### src/rtl/p2a_pkg.sv
`timescale 1ns / 1ps
// ----------------------------------------------------------------------------
// p2a_pkg
// Shared types and constants for the pixel to glyph and hue block.
// ----------------------------------------------------------------------------
package p2a_pkg;

  localparam int PIX_W       = 8;
  localparam int QUEUE_DEPTH = 2;
  localparam int QPTR_W      = $clog2(QUEUE_DEPTH);
  localparam int QCNT_W      = $clog2(QUEUE_DEPTH + 1);

  typedef struct packed {
    logic [PIX_W-1:0] red;
    logic [PIX_W-1:0] green;
    logic [PIX_W-1:0] blue;
    logic [PIX_W-1:0] cmax;
    logic [PIX_W-1:0] luma;
    logic             color_en;
  } item_t;

endpackage

### src/rtl/p2a_front.sv
`timescale 1ns / 1ps
// ----------------------------------------------------------------------------
// p2a_front
// Accepts pixels, computes luma and the largest channel, and tags each beat
// with the current colour enable before it enters the queue.
// ----------------------------------------------------------------------------
module p2a_front import p2a_pkg::*; (
  input  logic        clk,
  input  logic        rst_n,
  input  logic        in_tvalid,
  output logic        in_tready,
  input  logic [23:0] in_tdata,
  input  logic        cfg_valid,
  output logic        cfg_ready,
  input  logic        cfg_data,
  output logic        push_valid,
  input  logic        push_ready,
  output item_t       push_item
);

  localparam logic [23:0] LUMA_WR = 24'd19595;
  localparam logic [23:0] LUMA_WG = 24'd38470;
  localparam logic [23:0] LUMA_WB = 24'd7471;

  logic             color_en_r;
  logic             color_en_nxt;
  logic [PIX_W-1:0] red;
  logic [PIX_W-1:0] green;
  logic [PIX_W-1:0] blue;
  logic [PIX_W-1:0] max_rg;
  logic [23:0]      luma_sum;

  assign cfg_ready = 1'b1;

  always_comb begin
    color_en_nxt = color_en_r;
    if (cfg_valid && cfg_ready) begin
      color_en_nxt = cfg_data;
    end
  end

  always_ff @(posedge clk) begin
    if (!rst_n) begin
      color_en_r <= 1'b1;
    end else begin
      color_en_r <= color_en_nxt;
    end
  end

  assign red   = in_tdata[7:0];
  assign green = in_tdata[15:8];
  assign blue  = in_tdata[23:16];

  assign luma_sum = LUMA_WR * 24'(red) + LUMA_WG * 24'(green) + LUMA_WB * 24'(blue);
  assign max_rg   = (green > red) ? green : red;

  assign in_tready  = push_ready;
  assign push_valid = in_tvalid;

  always_comb begin
    push_item.red      = red;
    push_item.green    = green;
    push_item.blue     = blue;
    push_item.cmax     = (blue > max_rg) ? blue : max_rg;
    push_item.luma     = luma_sum[23:16];
    push_item.color_en = color_en_r;
  end

endmodule

### src/rtl/p2a_queue.sv
`timescale 1ns / 1ps
// ----------------------------------------------------------------------------
// p2a_queue
// Short register queue that decouples the front from the divider pipeline.
// ----------------------------------------------------------------------------
module p2a_queue import p2a_pkg::*; (
  input  logic  clk,
  input  logic  rst_n,
  input  logic  push_valid,
  output logic  push_ready,
  input  item_t push_item,
  output logic  pop_valid,
  input  logic  pop_ready,
  output item_t pop_item
);

  item_t             mem_r [QUEUE_DEPTH];
  logic [QPTR_W-1:0] wr_ptr_r;
  logic [QPTR_W-1:0] wr_ptr_nxt;
  logic [QPTR_W-1:0] rd_ptr_r;
  logic [QPTR_W-1:0] rd_ptr_nxt;
  logic [QCNT_W-1:0] count_r;
  logic [QCNT_W-1:0] count_nxt;
  logic              do_push;
  logic              do_pop;

  assign push_ready = (count_r != QCNT_W'(QUEUE_DEPTH));
  assign pop_valid  = (count_r != '0);
  assign pop_item   = mem_r[rd_ptr_r];
  assign do_push    = push_valid && push_ready;
  assign do_pop     = pop_valid && pop_ready;

  always_comb begin
    wr_ptr_nxt = wr_ptr_r;
    rd_ptr_nxt = rd_ptr_r;
    count_nxt  = count_r;
    if (do_push) begin
      wr_ptr_nxt = (wr_ptr_r == QPTR_W'(QUEUE_DEPTH - 1)) ? '0 : wr_ptr_r + 1'b1;
    end
    if (do_pop) begin
      rd_ptr_nxt = (rd_ptr_r == QPTR_W'(QUEUE_DEPTH - 1)) ? '0 : rd_ptr_r + 1'b1;
    end
    if (do_push && !do_pop) begin
      count_nxt = count_r + 1'b1;
    end else if (do_pop && !do_push) begin
      count_nxt = count_r - 1'b1;
    end
  end

  always_ff @(posedge clk) begin
    if (!rst_n) begin
      wr_ptr_r <= '0;
      rd_ptr_r <= '0;
      count_r  <= '0;
    end else begin
      wr_ptr_r <= wr_ptr_nxt;
      rd_ptr_r <= rd_ptr_nxt;
      count_r  <= count_nxt;
    end
  end

  always_ff @(posedge clk) begin
    if (do_push) begin
      mem_r[wr_ptr_r] <= push_item;
    end
  end

endmodule

### src/rtl/p2a_back.sv
`timescale 1ns / 1ps
// ----------------------------------------------------------------------------
// p2a_back
// Glyph lookup and a pipelined restoring divider for the full-value hue.
// ----------------------------------------------------------------------------
module p2a_back import p2a_pkg::*; (
  input  logic        clk,
  input  logic        rst_n,
  input  logic        pop_valid,
  output logic        pop_ready,
  input  item_t       pop_item,
  output logic        out_tvalid,
  input  logic        out_tready,
  output logic [47:0] out_tdata,
  output logic        out_tuser
);

  localparam int DIV_STEPS = PIX_W;
  localparam int NUM_CH    = 3;
  localparam logic [3:0] LEVEL_MAX = 4'd9;
  localparam logic [9:0][6:0] GLYPH_RAMP = {
    7'd64, 7'd56, 7'd79, 7'd111, 7'd99, 7'd43, 7'd59, 7'd58, 7'd46, 7'd32
  };

  typedef struct packed {
    logic [PIX_W-1:0]             luma;
    logic [3:0]                   level;
    logic [6:0]                   code;
    logic                         color_en;
    logic [PIX_W-1:0]             divisor;
    logic [NUM_CH-1:0][PIX_W-1:0] rem;
    logic [NUM_CH-1:0][PIX_W-1:0] low;
    logic [NUM_CH-1:0][PIX_W-1:0] quot;
  } stage_t;

  stage_t st_r  [DIV_STEPS+1];
  stage_t st_nxt[DIV_STEPS+1];
  logic   vld_r [DIV_STEPS+1];
  logic   advance;

  logic [11:0]                  lvl_x;
  logic [11:0]                  lvl_q;
  logic [3:0]                   lvl;
  logic [NUM_CH-1:0][PIX_W-1:0] chan;
  logic [NUM_CH-1:0][15:0]      numer;

  assign advance   = !vld_r[DIV_STEPS] || out_tready;
  assign pop_ready = advance;

  always_comb begin
    lvl_x = {1'b0, pop_item.luma, 3'b0} + {3'b0, pop_item.luma, 1'b0};
    lvl_q = lvl_x + (lvl_x >> 8) + 12'd1;
    lvl   = (lvl_q[11:8] > LEVEL_MAX) ? LEVEL_MAX : lvl_q[11:8];
    chan  = {pop_item.blue, pop_item.green, pop_item.red};
    st_nxt[0].luma     = pop_item.luma;
    st_nxt[0].level    = lvl;
    st_nxt[0].code     = GLYPH_RAMP[lvl];
    st_nxt[0].color_en = pop_item.color_en;
    st_nxt[0].divisor  = pop_item.cmax;
    st_nxt[0].quot     = '0;
    for (int c = 0; c < NUM_CH; c++) begin
      numer[c]         = {chan[c], 8'b0} - {8'b0, chan[c]};
      st_nxt[0].rem[c] = numer[c][15:8];
      st_nxt[0].low[c] = numer[c][7:0];
    end
  end

  // A black pixel has a zero divisor; every step then sets its quotient bit,
  // which yields 255 on all three channels.
  for (genvar s = 1; s <= DIV_STEPS; s++) begin : g_div
    logic [NUM_CH-1:0][PIX_W:0] trial;
    always_comb begin
      st_nxt[s] = st_r[s-1];
      for (int c = 0; c < NUM_CH; c++) begin
        trial[c] = {st_r[s-1].rem[c], st_r[s-1].low[c][PIX_W-1]};
        st_nxt[s].low[c] = {st_r[s-1].low[c][PIX_W-2:0], 1'b0};
        if (trial[c] >= {1'b0, st_r[s-1].divisor}) begin
          st_nxt[s].rem[c]  = PIX_W'(trial[c] - {1'b0, st_r[s-1].divisor});
          st_nxt[s].quot[c] = {st_r[s-1].quot[c][PIX_W-2:0], 1'b1};
        end else begin
          st_nxt[s].rem[c]  = trial[c][PIX_W-1:0];
          st_nxt[s].quot[c] = {st_r[s-1].quot[c][PIX_W-2:0], 1'b0};
        end
      end
    end
  end

  for (genvar s = 0; s <= DIV_STEPS; s++) begin : g_stage
    always_ff @(posedge clk) begin
      if (!rst_n) begin
        vld_r[s] <= 1'b0;
      end else if (advance) begin
        vld_r[s] <= (s == 0) ? pop_valid : vld_r[(s == 0) ? 0 : s-1];
      end
    end
    always_ff @(posedge clk) begin
      if (advance) begin
        st_r[s] <= st_nxt[s];
      end
    end
  end

  logic [PIX_W-1:0] hue_red;
  logic [PIX_W-1:0] hue_green;
  logic [PIX_W-1:0] hue_blue;

  assign hue_red    = st_r[DIV_STEPS].color_en ? st_r[DIV_STEPS].quot[0] : '0;
  assign hue_green  = st_r[DIV_STEPS].color_en ? st_r[DIV_STEPS].quot[1] : '0;
  assign hue_blue   = st_r[DIV_STEPS].color_en ? st_r[DIV_STEPS].quot[2] : '0;
  assign out_tvalid = vld_r[DIV_STEPS];
  assign out_tuser  = st_r[DIV_STEPS].color_en;
  assign out_tdata  = {5'b0, hue_blue, hue_green, hue_red, st_r[DIV_STEPS].code,
                       st_r[DIV_STEPS].level, st_r[DIV_STEPS].luma};

`ifndef SYNTHESIS
  a_level_range: assert property (@(posedge clk) disable iff (!rst_n)
    out_tvalid |-> (out_tdata[11:8] <= LEVEL_MAX))
    else $error("glyph level out of range");

  a_hue_off_zero: assert property (@(posedge clk) disable iff (!rst_n)
    (out_tvalid && !out_tuser) |-> (out_tdata[42:19] == '0))
    else $error("hue fields not cleared while colour is off");

  a_pipe_moves: assert property (@(posedge clk) disable iff (!rst_n)
    (advance && vld_r[0]) |=> vld_r[1])
    else $error("beat lost between pipeline stages");

  a_pop_enters: assert property (@(posedge clk) disable iff (!rst_n)
    (pop_valid && pop_ready) |=> vld_r[0])
    else $error("popped beat not captured");
`endif

endmodule

### src/rtl/pixel_to_ascii_glyph_and_hue.sv
`timescale 1ns / 1ps
// ----------------------------------------------------------------------------
// pixel_to_ascii_glyph_and_hue
// Turns one RGB pixel per beat into a character cell: luma, ramp glyph and
// the pixel's hue at full value.
// ----------------------------------------------------------------------------
// Pixels enter on the in_ stream and results leave on the out_ stream, one
// result beat per pixel, in order. The cfg_ channel writes the color enable;
// it is always ready and should only be written while the block is empty.
// The block sustains one pixel per clock while out_tready stays high. The beat
// passes the input queue, the glyph stage and eight restoring-division steps,
// the last of which is the output register. When out_tready is low with a
// result waiting, the divider pipeline holds; the two-entry queue in front of
// it keeps taking pixels until it fills, then in_tready drops. Reset empties
// the queue and pipeline and sets the color enable to one. With color disabled
// the hue fields are zero and out_tuser is low.
// ----------------------------------------------------------------------------
module pixel_to_ascii_glyph_and_hue import p2a_pkg::*; (
  input  logic        clk,
  input  logic        rst_n,
  input  logic        in_tvalid,
  output logic        in_tready,
  input  logic [23:0] in_tdata,   // pixel_red, pixel_green, pixel_blue
  output logic        out_tvalid,
  input  logic        out_tready,
  output logic [47:0] out_tdata,  // luma, glyph_level, glyph_code, hue_red, hue_green, hue_blue
  output logic        out_tuser,  // hue_valid
  input  logic        cfg_valid,
  output logic        cfg_ready,
  input  logic        cfg_data
);

  logic  push_valid;
  logic  push_ready;
  item_t push_item;
  logic  pop_valid;
  logic  pop_ready;
  item_t pop_item;

  p2a_front u_front (
    .clk        (clk),
    .rst_n      (rst_n),
    .in_tvalid  (in_tvalid),
    .in_tready  (in_tready),
    .in_tdata   (in_tdata),
    .cfg_valid  (cfg_valid),
    .cfg_ready  (cfg_ready),
    .cfg_data   (cfg_data),
    .push_valid (push_valid),
    .push_ready (push_ready),
    .push_item  (push_item)
  );

  p2a_queue u_queue (
    .clk        (clk),
    .rst_n      (rst_n),
    .push_valid (push_valid),
    .push_ready (push_ready),
    .push_item  (push_item),
    .pop_valid  (pop_valid),
    .pop_ready  (pop_ready),
    .pop_item   (pop_item)
  );

  p2a_back u_back (
    .clk        (clk),
    .rst_n      (rst_n),
    .pop_valid  (pop_valid),
    .pop_ready  (pop_ready),
    .pop_item   (pop_item),
    .out_tvalid (out_tvalid),
    .out_tready (out_tready),
    .out_tdata  (out_tdata),
    .out_tuser  (out_tuser)
  );

endmodule
### config.mk
export PLATFORM = sky130hd
export DESIGN_NAME = pixel_to_ascii_glyph_and_hue
export DESIGN_NICKNAME = d
export VERILOG_FILES = /design/src/rtl/p2a_pkg.sv /design/src/rtl/p2a_front.sv /design/src/rtl/p2a_queue.sv /design/src/rtl/p2a_back.sv /design/src/rtl/pixel_to_ascii_glyph_and_hue.sv
export SDC_FILE = /design/constraint.sdc
export NUM_CORES = 2
export LEC_CHECK = 0
export ABC_AREA = 0
export BUFFER_PORTS_ARGS = -buffer_cell sky130_fd_sc_hd__buf_4
export CAP_MARGIN = 20
export CORE_AREA = 5 5 290 292
export CTS_CLUSTER_DIAMETER = 150
export DETAILED_ROUTE_END_ITERATION = 16
export DIE_AREA = 0 0 295 297
export HOLD_SLACK_MARGIN = 0.02
export PLACE_DENSITY = 0.74
export SETUP_SLACK_MARGIN = 0.1
export SYNTH_ARGS = -nofsm -noshare
export SYNTH_HDL_FRONTEND = slang
export SYNTH_SLANG_ARGS = --single-unit
export TNS_END_PERCENT = 10
### constraint.sdc
create_clock -name clk -period 17.1 [get_ports clk]
set_clock_uncertainty 0.2 [all_clocks]
set_input_delay 0.855 -clock clk [delete_from_list [all_inputs] [get_ports clk]]
set_output_delay 0.855 -clock clk [all_outputs]
set_load 0.05 [all_outputs]
==> results.ini <==
[critical_path]
required_ns=17.26
cp_max_fo=10
cpMaxStageDelayCell=fa_1
critical_path.top_delay_family=adder cells
crit_buf_inv=4
crit_arrival_ns=7.73
path_class=in -> reg
end_kind=flop
startpoint_type=input pin
worstSetupStartpoint=in_tdata[14]
max_stage_delay_ns=0.55
crit_top_cell=fa_1

[clocking]
cts_resized=0
clkSlewWorstSetupHoldPaths_ns=0.06
cts-buffers-inserted=78
cts_buffer_depth=3
post-cts-setup-buffer-count=0
cts_tree=done
clkLatencyLatePin_ns=0.64
cts_sinks=749
cts_hold_buf=0
htreeDepth=3
root_buffer=clkbuf_16

[global_route]
track_usage_pct=17.1
grt_overflow=0
grt_pass1_wl_um=118000
grt_max_degree=217
grt_pass1_vias=22200
antenna_found_initial=0

[die]
die_area_um2=87600
start_util_pct=49.5
ioPinCount=82
die_h_um=297
core_um2=81300
rows=105
die_w_um=295

[placed_design]
dp_hpwl_um=56000
portBuffers=75
gp_congestion=0.899

[layout]
register_area_um2=22400
fin_nets=3608
multi_input_area_um2=16100
n_antenna_cell=0
drive_gt1_share_pct=11.9
synthToLayoutAreaGrowth_pct=10.7
nFillCells=6556

[sta]
final-hold-violation-count=0
final_max_slew_viol_count=0
finalCritPeriodShare_pct=44.2
finalSetupTns_ns=0
setup_viol=0
fin_crit_ns=7.56
max_freq_mhz=132
relSlewSlack_pct=27.7
rsz0062_at_grt=false
max_slew.worst_pin.slew_ns=1.09

[detailed_routing]
vias=21800
drt-pass1-iter-count=5
via_per_inst=5.21
drt_iter0_markers=1115
wl_um=74300
antenna_left=0
drc_errors=0
post_drt_wl_per_cell_um=17.7

[yosys]
synth_cell_type_count=70
ys.flop_type=edfxtp_1
yosysWarnings=0
syn_inst=2932
synthDominantCellAreaShare_pct=55.3
synth_area_um2=40300
synth_edf_count=742
yosysSeqAreaShare_pct=55.7
synth_area_per_cell_um2=13.7
synth_area_leaders=edfxtp_1 (55%), ha_1 (12%), fa_1 (7.0%)
synth_top_cell_by_area=edfxtp_1
yosys_register_bits=749
async_flop_share_pct=0

[hold_path]
min-delay-start=u_back.st_r[3][45]$_DFFE_PN_
min_path_type=reg -> reg

[run]
maxCapViolCount=0

[outcome]
status=complete, no violations

[final timing paths]
kind	to	slack [ns]	cells after the start
worst max-delay path	u_queue.mem_r[0][8]$_DFFE_PP_	9.54	28
worst min-delay path	u_back.st_r[4][46]$_DFFE_PN_	0.19	0
worst max register to register	u_back.st_r[0][85]$_DFFE_PN_	11.77	17
worst min register to register	u_back.st_r[4][46]$_DFFE_PN_	0.19	0
[routing by layer]
layer	vias up	wire length [um]	track usage, %	share of wire [%]
met4	0	3240	7.59	4.4
met5	-	0	0	0
li1	10800	-	-	-
met1	10500	30100	20.6	41
met3	155	2830	2.67	3.8
met2	400	38100	30.4	51
[cell type report]
| class | instances | share of cell area [%] |
|---|---|---|
| Sequential cell | 749 | 50.3 |
| Multi-Input combinational cell | 1757 | 36.2 |
| Clock buffer | 97 | 4.54 |
| Inverter | 391 | 3.33 |
| Tap cell | 1070 | 3.00 |
| Timing Repair Buffer | 84 | 1.47 |
| Clock inverter | 42 | 1.21 |
[registers in the layout (all words and copies together), names as in the netlist, named ones only]
name and flops:
u_back.st_r 652, u_queue.wr_ptr_r 1, u_queue.count_r 2, u_queue.rd_ptr_r 1, u_back.vld_r 9, u_front.color_en_r 1, u_queue.mem_r 82
[through the flow]
step | worst slack (ns) | cell area (um2) | cells | hold slack, ns | util, %
floorplan | 4.87 | 40300 | 2936 | 0.200 | -
global placement | 8.97 | 42000 | 4051 | 0.200 | 51.7
detailed placement | 8.83 | 42000 | 4051 | 0.205 | 51.7
CTS | 9.53 | 44600 | 4190 | 0.186 | 54.8
global route | 9.16 | 44600 | 4190 | 0.196 | 54.8
finish | 9.54 | 44600 | 4190 | 0.191 | 54.8
[cells in the final DEF, fill, tap and decap left out, types with 63 or more instances in the layout]
master	n
xnor2_1	70
nor2_1	206
mux2_2	127
ha_1	377
fa_1	140
inv_1	389
edfxtp_1	742
buf_4	82
o21ai_0	63
mux2i_1	78
nand2_1	67
o21ai_1	69
clkbuf_16	78
[Yosys cell counts, types with 18 or more instances]
library cell	number
a21boi_1	42
mux2_2	127
nor2b_1	53
inv_1	390
xor2_1	47
fa_1	140
and2_1	27
edfxtp_1	742
o21ai_1	69
xnor2_1	70
buf_4	27
nand2_1	67
nand2b_1	43
a21oi_1	60
ha_1	377
nor2_1	207
a21o_1	51
nand4_1	47
mux2i_1	78
o21ai_0	63
a211oi_1	18
[logic make-up (layout without fill, tap and decap cells)]
kind of cell | after synthesis | in the layout | share of synthesized area [%]
muxes | 208 | 208 | 5.64
xor gates and xnor gates | 119 | 119 | 2.65
other | 2 | 6 | 0.0187
adders and majority gates | 517 | 517 | 18.7
and+or+nand+nor | 526 | 526 | 6.54
buffers and inverters | 430 | 614 | 4.33
AOI/OAI and AO/OA | 381 | 381 | 6.45
DFF | 749 | 749 | 55.7
Power is not shown: default switching activity piles up to over one toggle a cycle in this logic, so the estimate is an artifact.
